**config.mk**
```make
export PLATFORM = sky130hd
export DESIGN_NAME = gated_nearest_neighbor_tracker_top
export DESIGN_NICKNAME = d
export VERILOG_FILES = /design/src/rtl/gnnt_pkg.sv /design/src/rtl/gated_nearest_neighbor_tracker_top.sv
export SDC_FILE = /design/constraint.sdc
export NUM_CORES = 2
export LEC_CHECK = 0
export ABC_AREA = 0
export BUFFER_PORTS_ARGS = -buffer_cell sky130_fd_sc_hd__buf_2
export CAP_MARGIN = 20
export CELL_PAD_IN_SITES_DETAIL_PLACEMENT = 0
export CELL_PAD_IN_SITES_GLOBAL_PLACEMENT = 1
export CORE_ASPECT_RATIO = 1.4
export CORE_MARGIN = 4
export CORE_UTILIZATION = 35
export CTS_BUF_LIST = sky130_fd_sc_hd__clkbuf_4 sky130_fd_sc_hd__clkbuf_8
export CTS_CLUSTER_DIAMETER = 200
export DETAILED_ROUTE_END_ITERATION = 16
export HOLD_SLACK_MARGIN = 0.12
export PLACE_DENSITY_LB_ADDON = 0.08
export SLEW_MARGIN = 20
export SYNTH_ARGS = -nofsm -noshare
export SYNTH_HDL_FRONTEND = slang
export SYNTH_SLANG_ARGS = --single-unit
```
**constraint.sdc**
```tcl
create_clock -name clock -period 19.1 [get_ports clock]
set_clock_uncertainty 0.1 [all_clocks]
set_input_delay 1.91 -clock clock [delete_from_list [all_inputs] [get_ports clock]]
set_output_delay 1.91 -clock clock [all_outputs]
set_load 0.05 [all_outputs]
```
**src/rtl/gnnt_pkg.sv**
```systemverilog
// Package: payload types and constants of the nearest-neighbor tracker.
package gnnt_pkg;

   localparam int MaxTargetsDefault = 8;

   localparam logic [1:0] OP_DETECT = 2'd0;
   localparam logic [1:0] OP_FRAME  = 2'd1;
   localparam logic [1:0] OP_CLEAR  = 2'd2;

   localparam logic [1:0] CSR_GATE   = 2'd0;
   localparam logic [1:0] CSR_GAIN   = 2'd1;
   localparam logic [1:0] CSR_LIMIT  = 2'd2;

   localparam logic [14:0] GATE_RESET  = 15'd2560;
   localparam logic [8:0]  GAIN_RESET  = 9'd102;
   localparam logic [3:0]  LIMIT_RESET = 4'd5;

   typedef struct packed {
      logic [1:0]         opcode;
      logic signed [15:0] det_x;
      logic signed [15:0] det_y;
      logic [15:0]        det_energy;
   } req_type;

   typedef struct packed {
      logic               target_valid;
      logic [7:0]         target_id;
      logic signed [15:0] target_x;
      logic signed [15:0] target_y;
      logic [15:0]        target_energy;
      logic [7:0]         target_age;
      logic [3:0]         target_missed;
      logic [3:0]         target_total;
      logic               list_end;
   } rsp_type;

endpackage

```
**src/rtl/gated_nearest_neighbor_tracker_top.sv**
```systemverilog
// Top level: greedy gated nearest-neighbor multi-target tracker.
//
//   port group | dir | meaning
//   req_*      | in  | one beat: detection, end of frame or clear
//   rsp_*      | out | one beat per listed target on end of frame, one if empty
//   csr_*      | in  | register write: gate, gain, missed limit
//
// A detection is scanned slot by slot by one shared squared-distance unit; on a match,
// one shared multiplier then smooths x and y, and an unmatched detection is buffered.
// End of frame runs miss update, backward delete scan, creation and listing, in that
// order, and listing waits while the output is stalled.
// Reset is synchronous; the block takes no beat while busy or while its
// output register holds a beat.
module gated_nearest_neighbor_tracker_top #(
   parameter int MAX_TARGETS = gnnt_pkg::MaxTargetsDefault
) (
   input  logic              clock,
   input  logic              reset,
   input  logic              req_valid,
   output logic              req_stall,
   input  gnnt_pkg::req_type req_data,
   output logic              rsp_valid,
   input  logic              rsp_stall,
   output gnnt_pkg::rsp_type rsp_data,
   input  logic              csr_write,
   input  logic [1:0]        csr_index,
   input  logic [14:0]       csr_data
);

   localparam int IW = (MAX_TARGETS > 1) ? $clog2(MAX_TARGETS) : 1;
   localparam int CW = $clog2(MAX_TARGETS + 1);

   localparam logic [3:0] S_IDLE  = 4'd0;
   localparam logic [3:0] S_SCAN  = 4'd1;
   localparam logic [3:0] S_UPDX  = 4'd2;
   localparam logic [3:0] S_UPDY  = 4'd3;
   localparam logic [3:0] S_MISS  = 4'd4;
   localparam logic [3:0] S_DEL   = 4'd5;
   localparam logic [3:0] S_NEW   = 4'd6;
   localparam logic [3:0] S_LIST  = 4'd7;
   localparam logic [3:0] S_EMPTY = 4'd8;
   localparam logic [3:0] S_WRX   = 4'd9;

   // registers
   logic [14:0] gate_ff;
   logic [8:0]  gain_ff;
   logic [3:0]  limit_ff;

   logic signed [15:0] tx_ff [MAX_TARGETS];
   logic signed [15:0] ty_ff [MAX_TARGETS];
   logic [15:0] ten_ff [MAX_TARGETS];
   logic [7:0]  tid_ff [MAX_TARGETS];
   logic [7:0]  tage_ff [MAX_TARGETS];
   logic [3:0]  tmiss_ff [MAX_TARGETS];
   logic signed [15:0] px_ff [MAX_TARGETS];
   logic signed [15:0] py_ff [MAX_TARGETS];
   logic [15:0] pen_ff [MAX_TARGETS];

   logic [CW-1:0] count_ff;
   logic [CW-1:0] pcount_ff;
   logic [7:0]    nextid_ff;
   logic [MAX_TARGETS-1:0] mask_ff;

   logic [3:0]    state_ff;
   logic [CW-1:0] idx_ff;
   logic [CW-1:0] best_idx_ff;
   logic          found_ff;
   logic [31:0]   best_ff;
   gnnt_pkg::req_type cur_ff;
   logic signed [15:0] sx_ff;
   logic          out_valid_ff;
   gnnt_pkg::rsp_type out_ff;

   assign req_stall = (state_ff != S_IDLE) || out_valid_ff;
   assign rsp_valid = out_valid_ff;
   assign rsp_data  = out_ff;

   wire req_acc = req_valid && !req_stall;
   wire out_free = !out_valid_ff || !rsp_stall;
   wire out_load = out_free && ((state_ff == S_LIST) || (state_ff == S_EMPTY));
   wire [IW-1:0] ix = idx_ff[IW-1:0];
   wire [IW-1:0] bx = best_idx_ff[IW-1:0];

   // shared squared-distance unit on magnitudes
   logic signed [16:0] ddx, ddy;
   logic [15:0] adx, ady;
   logic [33:0] sq_dist;
   always_comb begin
      ddx  = 17'(cur_ff.det_x) - 17'(tx_ff[ix]);
      ddy  = 17'(cur_ff.det_y) - 17'(ty_ff[ix]);
      adx  = ddx[16] ? 16'(-ddx) : ddx[15:0];
      ady  = ddy[16] ? 16'(-ddy) : ddy[15:0];
      sq_dist = 34'(32'(adx) * 32'(adx)) + 34'(32'(ady) * 32'(ady));
   end

   // shared smoothing multiplier: old*(256-g) + det*g, rounded
   logic [8:0] g;
   logic signed [15:0] s_old, s_det;
   logic signed [26:0] s_sum;
   logic signed [15:0] s_res;
   always_comb begin
      g     = (gain_ff > 9'd256) ? 9'd256 : gain_ff;
      s_old = (state_ff == S_UPDX) ? tx_ff[bx] : ty_ff[bx];
      s_det = (state_ff == S_UPDX) ? cur_ff.det_x : cur_ff.det_y;
      s_sum = 27'(s_old) * 27'(signed'({1'b0, 9'd256 - g}))
            + 27'(s_det) * 27'(signed'({1'b0, g})) + 27'sd128;
      s_res = s_sum[23:8];
   end

   wire [7:0] id_inc = nextid_ff + 8'd1;
   wire [7:0] id_next = (id_inc == 8'd0) ? 8'd1 : id_inc;
   wire [CW-1:0] last = count_ff - CW'(1);

   always_ff @(posedge clock) begin
      if (reset) begin
         gate_ff <= gnnt_pkg::GATE_RESET;
         gain_ff <= gnnt_pkg::GAIN_RESET;
         limit_ff <= gnnt_pkg::LIMIT_RESET;
         count_ff <= '0;
         pcount_ff <= '0;
         nextid_ff <= 8'd1;
         mask_ff <= '0;
         state_ff <= S_IDLE;
         out_valid_ff <= 1'b0;
      end else begin
         // register writes
         if (csr_write) begin
            unique case (csr_index)
               gnnt_pkg::CSR_GATE:  gate_ff <= csr_data;
               gnnt_pkg::CSR_GAIN:  gain_ff <= csr_data[8:0];
               gnnt_pkg::CSR_LIMIT: limit_ff <= csr_data[3:0];
               default: ;
            endcase
         end
         if (out_valid_ff && !rsp_stall && !out_load) out_valid_ff <= 1'b0;

         unique case (state_ff)
            S_IDLE: begin
               if (req_acc) begin
                  cur_ff <= req_data;
                  idx_ff <= '0;
                  found_ff <= 1'b0;
                  best_ff <= 32'(gate_ff) * 32'(gate_ff);
                  unique case (req_data.opcode)
                     gnnt_pkg::OP_DETECT: state_ff <= S_SCAN;
                     gnnt_pkg::OP_FRAME:  state_ff <= S_MISS;
                     gnnt_pkg::OP_CLEAR: begin
                        count_ff <= '0;
                        pcount_ff <= '0;
                        mask_ff <= '0;
                     end
                     default: ;
                  endcase
               end
            end
            // one slot per cycle through the distance unit
            S_SCAN: begin
               if (idx_ff >= count_ff) begin
                  if (found_ff) state_ff <= S_UPDX;
                  else begin
                     if (pcount_ff < CW'(MAX_TARGETS)) begin
                        px_ff[pcount_ff[IW-1:0]] <= cur_ff.det_x;
                        py_ff[pcount_ff[IW-1:0]] <= cur_ff.det_y;
                        pen_ff[pcount_ff[IW-1:0]] <= cur_ff.det_energy;
                        pcount_ff <= pcount_ff + CW'(1);
                     end
                     state_ff <= S_IDLE;
                  end
               end else begin
                  if (!mask_ff[ix] && sq_dist < 34'(best_ff)) begin
                     best_ff <= sq_dist[31:0];
                     best_idx_ff <= idx_ff;
                     found_ff <= 1'b1;
                  end
                  idx_ff <= idx_ff + CW'(1);
               end
            end
            S_UPDX: begin
               sx_ff <= s_res;
               state_ff <= S_UPDY;
            end
            S_UPDY: begin
               ty_ff[bx] <= s_res;
               state_ff <= S_WRX;
            end
            S_WRX: begin
               tx_ff[bx] <= sx_ff;
               ten_ff[bx] <= cur_ff.det_energy;
               tmiss_ff[bx] <= 4'd0;
               if (tage_ff[bx] != 8'd255) tage_ff[bx] <= tage_ff[bx] + 8'd1;
               mask_ff[bx] <= 1'b1;
               state_ff <= S_IDLE;
            end
            // missed count on unmatched slots
            S_MISS: begin
               if (idx_ff >= count_ff) begin
                  idx_ff <= count_ff;
                  state_ff <= S_DEL;
               end else begin
                  if (!mask_ff[ix] && tmiss_ff[ix] != 4'd15)
                     tmiss_ff[ix] <= tmiss_ff[ix] + 4'd1;
                  idx_ff <= idx_ff + CW'(1);
               end
            end
            // backward delete, hole filled from the end
            S_DEL: begin
               if (idx_ff == '0) begin
                  state_ff <= S_NEW;
               end else begin
                  if (tmiss_ff[IW'(idx_ff - CW'(1))] > limit_ff) begin
                     tx_ff[IW'(idx_ff - CW'(1))] <= tx_ff[last[IW-1:0]];
                     ty_ff[IW'(idx_ff - CW'(1))] <= ty_ff[last[IW-1:0]];
                     ten_ff[IW'(idx_ff - CW'(1))] <= ten_ff[last[IW-1:0]];
                     tid_ff[IW'(idx_ff - CW'(1))] <= tid_ff[last[IW-1:0]];
                     tage_ff[IW'(idx_ff - CW'(1))] <= tage_ff[last[IW-1:0]];
                     tmiss_ff[IW'(idx_ff - CW'(1))] <= tmiss_ff[last[IW-1:0]];
                     count_ff <= last;
                  end
                  idx_ff <= idx_ff - CW'(1);
               end
            end
            // create from buffer
            S_NEW: begin
               if (idx_ff >= pcount_ff || count_ff >= CW'(MAX_TARGETS)) begin
                  mask_ff <= '0;
                  pcount_ff <= '0;
                  idx_ff <= '0;
                  state_ff <= (count_ff == '0) ? S_EMPTY : S_LIST;
               end else begin
                  tx_ff[count_ff[IW-1:0]] <= px_ff[ix];
                  ty_ff[count_ff[IW-1:0]] <= py_ff[ix];
                  ten_ff[count_ff[IW-1:0]] <= pen_ff[ix];
                  tid_ff[count_ff[IW-1:0]] <= nextid_ff;
                  tage_ff[count_ff[IW-1:0]] <= 8'd1;
                  tmiss_ff[count_ff[IW-1:0]] <= 4'd0;
                  nextid_ff <= id_next;
                  count_ff <= count_ff + CW'(1);
                  idx_ff <= idx_ff + CW'(1);
               end
            end
            // one result beat per slot
            S_LIST: begin
               if (out_free) begin
                  out_valid_ff <= 1'b1;
                  out_ff.target_valid <= 1'b1;
                  out_ff.target_id <= tid_ff[ix];
                  out_ff.target_x <= tx_ff[ix];
                  out_ff.target_y <= ty_ff[ix];
                  out_ff.target_energy <= ten_ff[ix];
                  out_ff.target_age <= tage_ff[ix];
                  out_ff.target_missed <= tmiss_ff[ix];
                  out_ff.target_total <= 4'(count_ff);
                  out_ff.list_end <= (idx_ff == last);
                  idx_ff <= idx_ff + CW'(1);
                  if (idx_ff == last) state_ff <= S_IDLE;
               end
            end
            S_EMPTY: begin
               if (out_free) begin
                  out_valid_ff <= 1'b1;
                  out_ff <= '{list_end: 1'b1, default: '0};
                  state_ff <= S_IDLE;
               end
            end
            default: state_ff <= S_IDLE;
         endcase
      end
   end

endmodule

```
==> results.txt <==
----------------------------------------------------
[Worst setup path]
  Setup crit end kind ... flip-flop
  Data arrival, critical path ... 16.13 ns
  CP most frequent cell ... fa_1
  Required time of the critical path ... 19.51 ns
  Critical path's slowest cell ... buf_4
  Critical path start-end classification ... reg2reg
  Startpoint type of the worst setup path ... flip-flop
  CP max FO ... 45
  Slowest stage delay, CP ... 0.88 ns
  R2R setup slack ... 3.38 ns
  Cells on worst reg2reg path ... 48
  Endpoint of the lowest-slack register-to-register path ... best_ff[9]

[GRT]
  Global-route wire length before repair ... 417000 um
  Overall fraction of global-route tracks in use ... 22.9%
  Overflow after GRT ... 0
  Initial antenna violation count ... 20
  Pin count of the biggest net entering global routing ... 103
  Number of global-route vias before repair ... 59149

[Final layout]
  Nets ... 8192
  Number of fill cells in the layout ... 23329
  Most common library cell in the layout ignoring fill and taps ... edfxtp_1
  Final Non-Filler Cells ... 10240
  Share of post-route cells with drive strength above 1 ... 17.1%
  Total area of multi-input combinational cells ... 46600 sq um
  Area growth, synth to finish ... 10.6%
  Reg area ... 34500 sq um
  Highest-count cells in the layout ignoring fill and taps ... 1106 x edfxtp_1, 1049 x inv_1, 799 x fa_1

[Timing]
  Final count of pins violating max slew ... 0
  Transition time at the pin with the least slew margin ... 1.06 ns
  RSZ-0062 raised after global routing ... false
  Final setup violation count ... 0
  Highest achievable clock rate ... 63.6 MHz
  Clock period minus final worst setup slack ... 15.72 ns
  Sum Neg Setup Slack ... 0 ns
  Endpoints failing hold ... 0
  Ratio of final minimum period to clock period ... 82.3%
  Worst slew slack as a fraction of its limit ... 27.4%

[Synth]
  Ys Warns ... 0
  Synthesized area per cell ... 13.0 sq um
  Instance count of the mapped netlist ... 6604
  Count of different cell masters after synthesis ... 89
  Top cell type by total area after synthesis ... edfxtp_1
  Share of the synthesized area in the top cell type ... 38.7%
  Fraction of registers with async set or reset after synthesis ... 0%
  Register bit count reported by yosys ... 1169
  Sequential-to-total area share from yosys stat ... 40.2%
  Post-synth EDFFs ... 1106
  Biggest area contributors in the synthesized netlist ... edfxtp_1 39%, fa_1 19%, mux4_2 12%
  Synthesized netlist net count ... 7941
  Netlist Area Pre-Place ... 85800 sq um
  Synth Flop Type ... edfxtp_1

[Worst hold path]
  Beginning of the worst hold path ... gate_ff[10]
  Worst hold path class ... reg2reg
  Worst hold path stage count ... 2
  Hold worst-path end ... gate_ff[10]

[Clock tree]
  Inserted Clock Buffers ... 203
  Max clock buf depth ... 4
  Clock tree from TritonCTS ... done
  Number of resized instances in the post-cts repair step ... 0
  Register clock-pin slew on the reported worst setup and hold paths ... 0.07 ns
  Buffer cell driving the clock tree root ... clkbuf_8
  CTS hold repair buffers ... 0
  Clk sinks ... 1169
  # Post-CTS Setup Buffers ... 0
  Latest clock arrival within the worst-skew pair ... 0.95 ns
  H-tree level count ... 4

[Route]
  Number of detailed-routing iterations run before antenna repair ... 5
  Via count ... 53761
  Routed Antenna Nets ... 0
  Sum of routed wire length over all layers ... 288000 um
  Drt first-iter violations ... 3431
  Residual DRC ... 0
  Average wire length per cell after detail routing ... 28.1 um
  Via count normalized by instance count ... 5.25

[Placement]
  Hpwl dp ... 213000 um
  Weighted congestion reported at the end of routability-driven placement ... 0.837
  Placed cells ... 9890
  Total of buffers placed on input and output ports ... 147

[Floorplan]
  Die boundary height ... 594 um
  Placeable Area ... 243000 sq um
  Horizontal extent of the die ... 427 um
  Initial standard-cell utilization of the core ... 35.3%
  Die area ... 253000 sq um
  I/O pin cnt ... 148
  Floorplan row count ... 214

[Run]
  Max-capacitance violation count ... 0

[Outcome]
  Outcome ... finished clean

----------------------------------------------------
cell families (layout without fill, tap and decap cells):
kind of cell	count (synthesis)	in the layout	share of synthesized area, %
and+or+nand+nor	1395	1395	7.35
AOI/OAI and AO/OA	551	551	4.07
DFF	1169	1169	40.2
buffers and inverters	1320	1707	5.79
muxes	716	716	15.3
xor gates and xnor gates	188	188	1.92
adders and majority gates	1265	1265	25.4
other	0	9	0
synthesized netlist by cell type (9+ instances only):
cell,count
xnor2_1,115
nand2_1,421
a21o_1,48
nand4_1,15
nand2b_1,52
a31oi_1,16
o22ai_1,9
nor3b_1,14
nor2b_1,74
o21bai_1,15
o21a_1,23
a211oi_1,61
nand3b_1,12
a21oi_1,192
xor2_1,73
nor3_1,35
buf_1,64
inv_1,1049
nand3_1,28
o21ai_0,98
mux4_2,472
nor2_1,551
ha_1,466
or3_1,12
o211ai_1,10
or2_2,22
mux2i_1,215
and3_1,14
edfxtp_1,1106
clkbuf_1,189
dfxtp_1,63
fa_1,799
mux2_2,25
and2_1,108
stage by stage:
step	hold WS (ns)	cell area, sq um	utilization [%]	setup slack (ns)
6_report	0.360	94900	39.0	3.38
5_1_grt	0.382	94900	39.0	2.24
4_1_cts	0.363	94900	39.0	3.22
3_5_place_dp	0.355	91100	37.4	3.37
3_3_place_gp	0.344	91100	37.4	3.36
2_1_floorplan	0.331	85800	-	4.64
cell type report:
class / instances / area share (%)
clock inverters: 86 / 0.568
inverters: 1060 / 4.19
repair buffers: 306 / 2.09
clock buffers: 255 / 3.37
diodes: 9 / 0.0237
well taps: 3240 / 4.27
multi-input cells: 4115 / 49.1
flip-flops and latches: 1169 / 36.3
worst max-delay path, delay by kind of cell, from the launching register on:
kind / cells / cell delay [ns]
compound gates: 11 / 3.00
xor+xnor: 1 / 0.16
fa+ha+maj: 11 / 4.87
buf+inv: 10 / 2.78
flops: 1 / 0.74
mux: 4 / 1.65
simple gates: 11 / 1.88
worst max path at each step:
stage / end / slack (ns) / depth (start not counted)
floorplan: best_ff[0] / 4.64 / 51
global placement: best_ff[12] / 3.36 / 48
detailed placement: best_ff[14] / 3.37 / 48
CTS: best_ff[9] / 3.22 / 48
global route: best_ff[9] / 2.24 / 48
finish: best_ff[9] / 3.38 / 48
registers in the layout, indices dropped and copies added, names as in the netlist, 8 cells and up, named ones only:
| name | count |
|---|---|
| pen_ff | 128 |
| px_ff | 128 |
| py_ff | 128 |
| ten_ff | 128 |
| tx_ff | 128 |
| ty_ff | 128 |
| rsp_data | 74 |
| tage_ff | 64 |
| tid_ff | 64 |
| cur_ff | 48 |
| best_ff | 32 |
| tmiss_ff | 32 |
| sx_ff | 16 |
| gate_ff | 15 |
| gain_ff | 9 |
| mask_ff | 8 |
| nextid_ff | 8 |
metal layers:
| metal | share of wire, % | vias up | routed length (um) | track usage [%] |
|---|---|---|---|---|
| li1 | - | 23420 | - | - |
| met1 | 37 | 28635 | 106000 | 26.1 |
| met2 | 56 | 1350 | 161000 | 44.2 |
| met3 | 4.0 | 354 | 11500 | 2.62 |
| met4 | 3.3 | 2 | 9440 | 6.58 |
| met5 | 0.0045 | - | 13 | 0 |
Power is left out: the tool's default activity adds up to more than one toggle a clock period on the data nets, which glitch-free logic cannot reach.
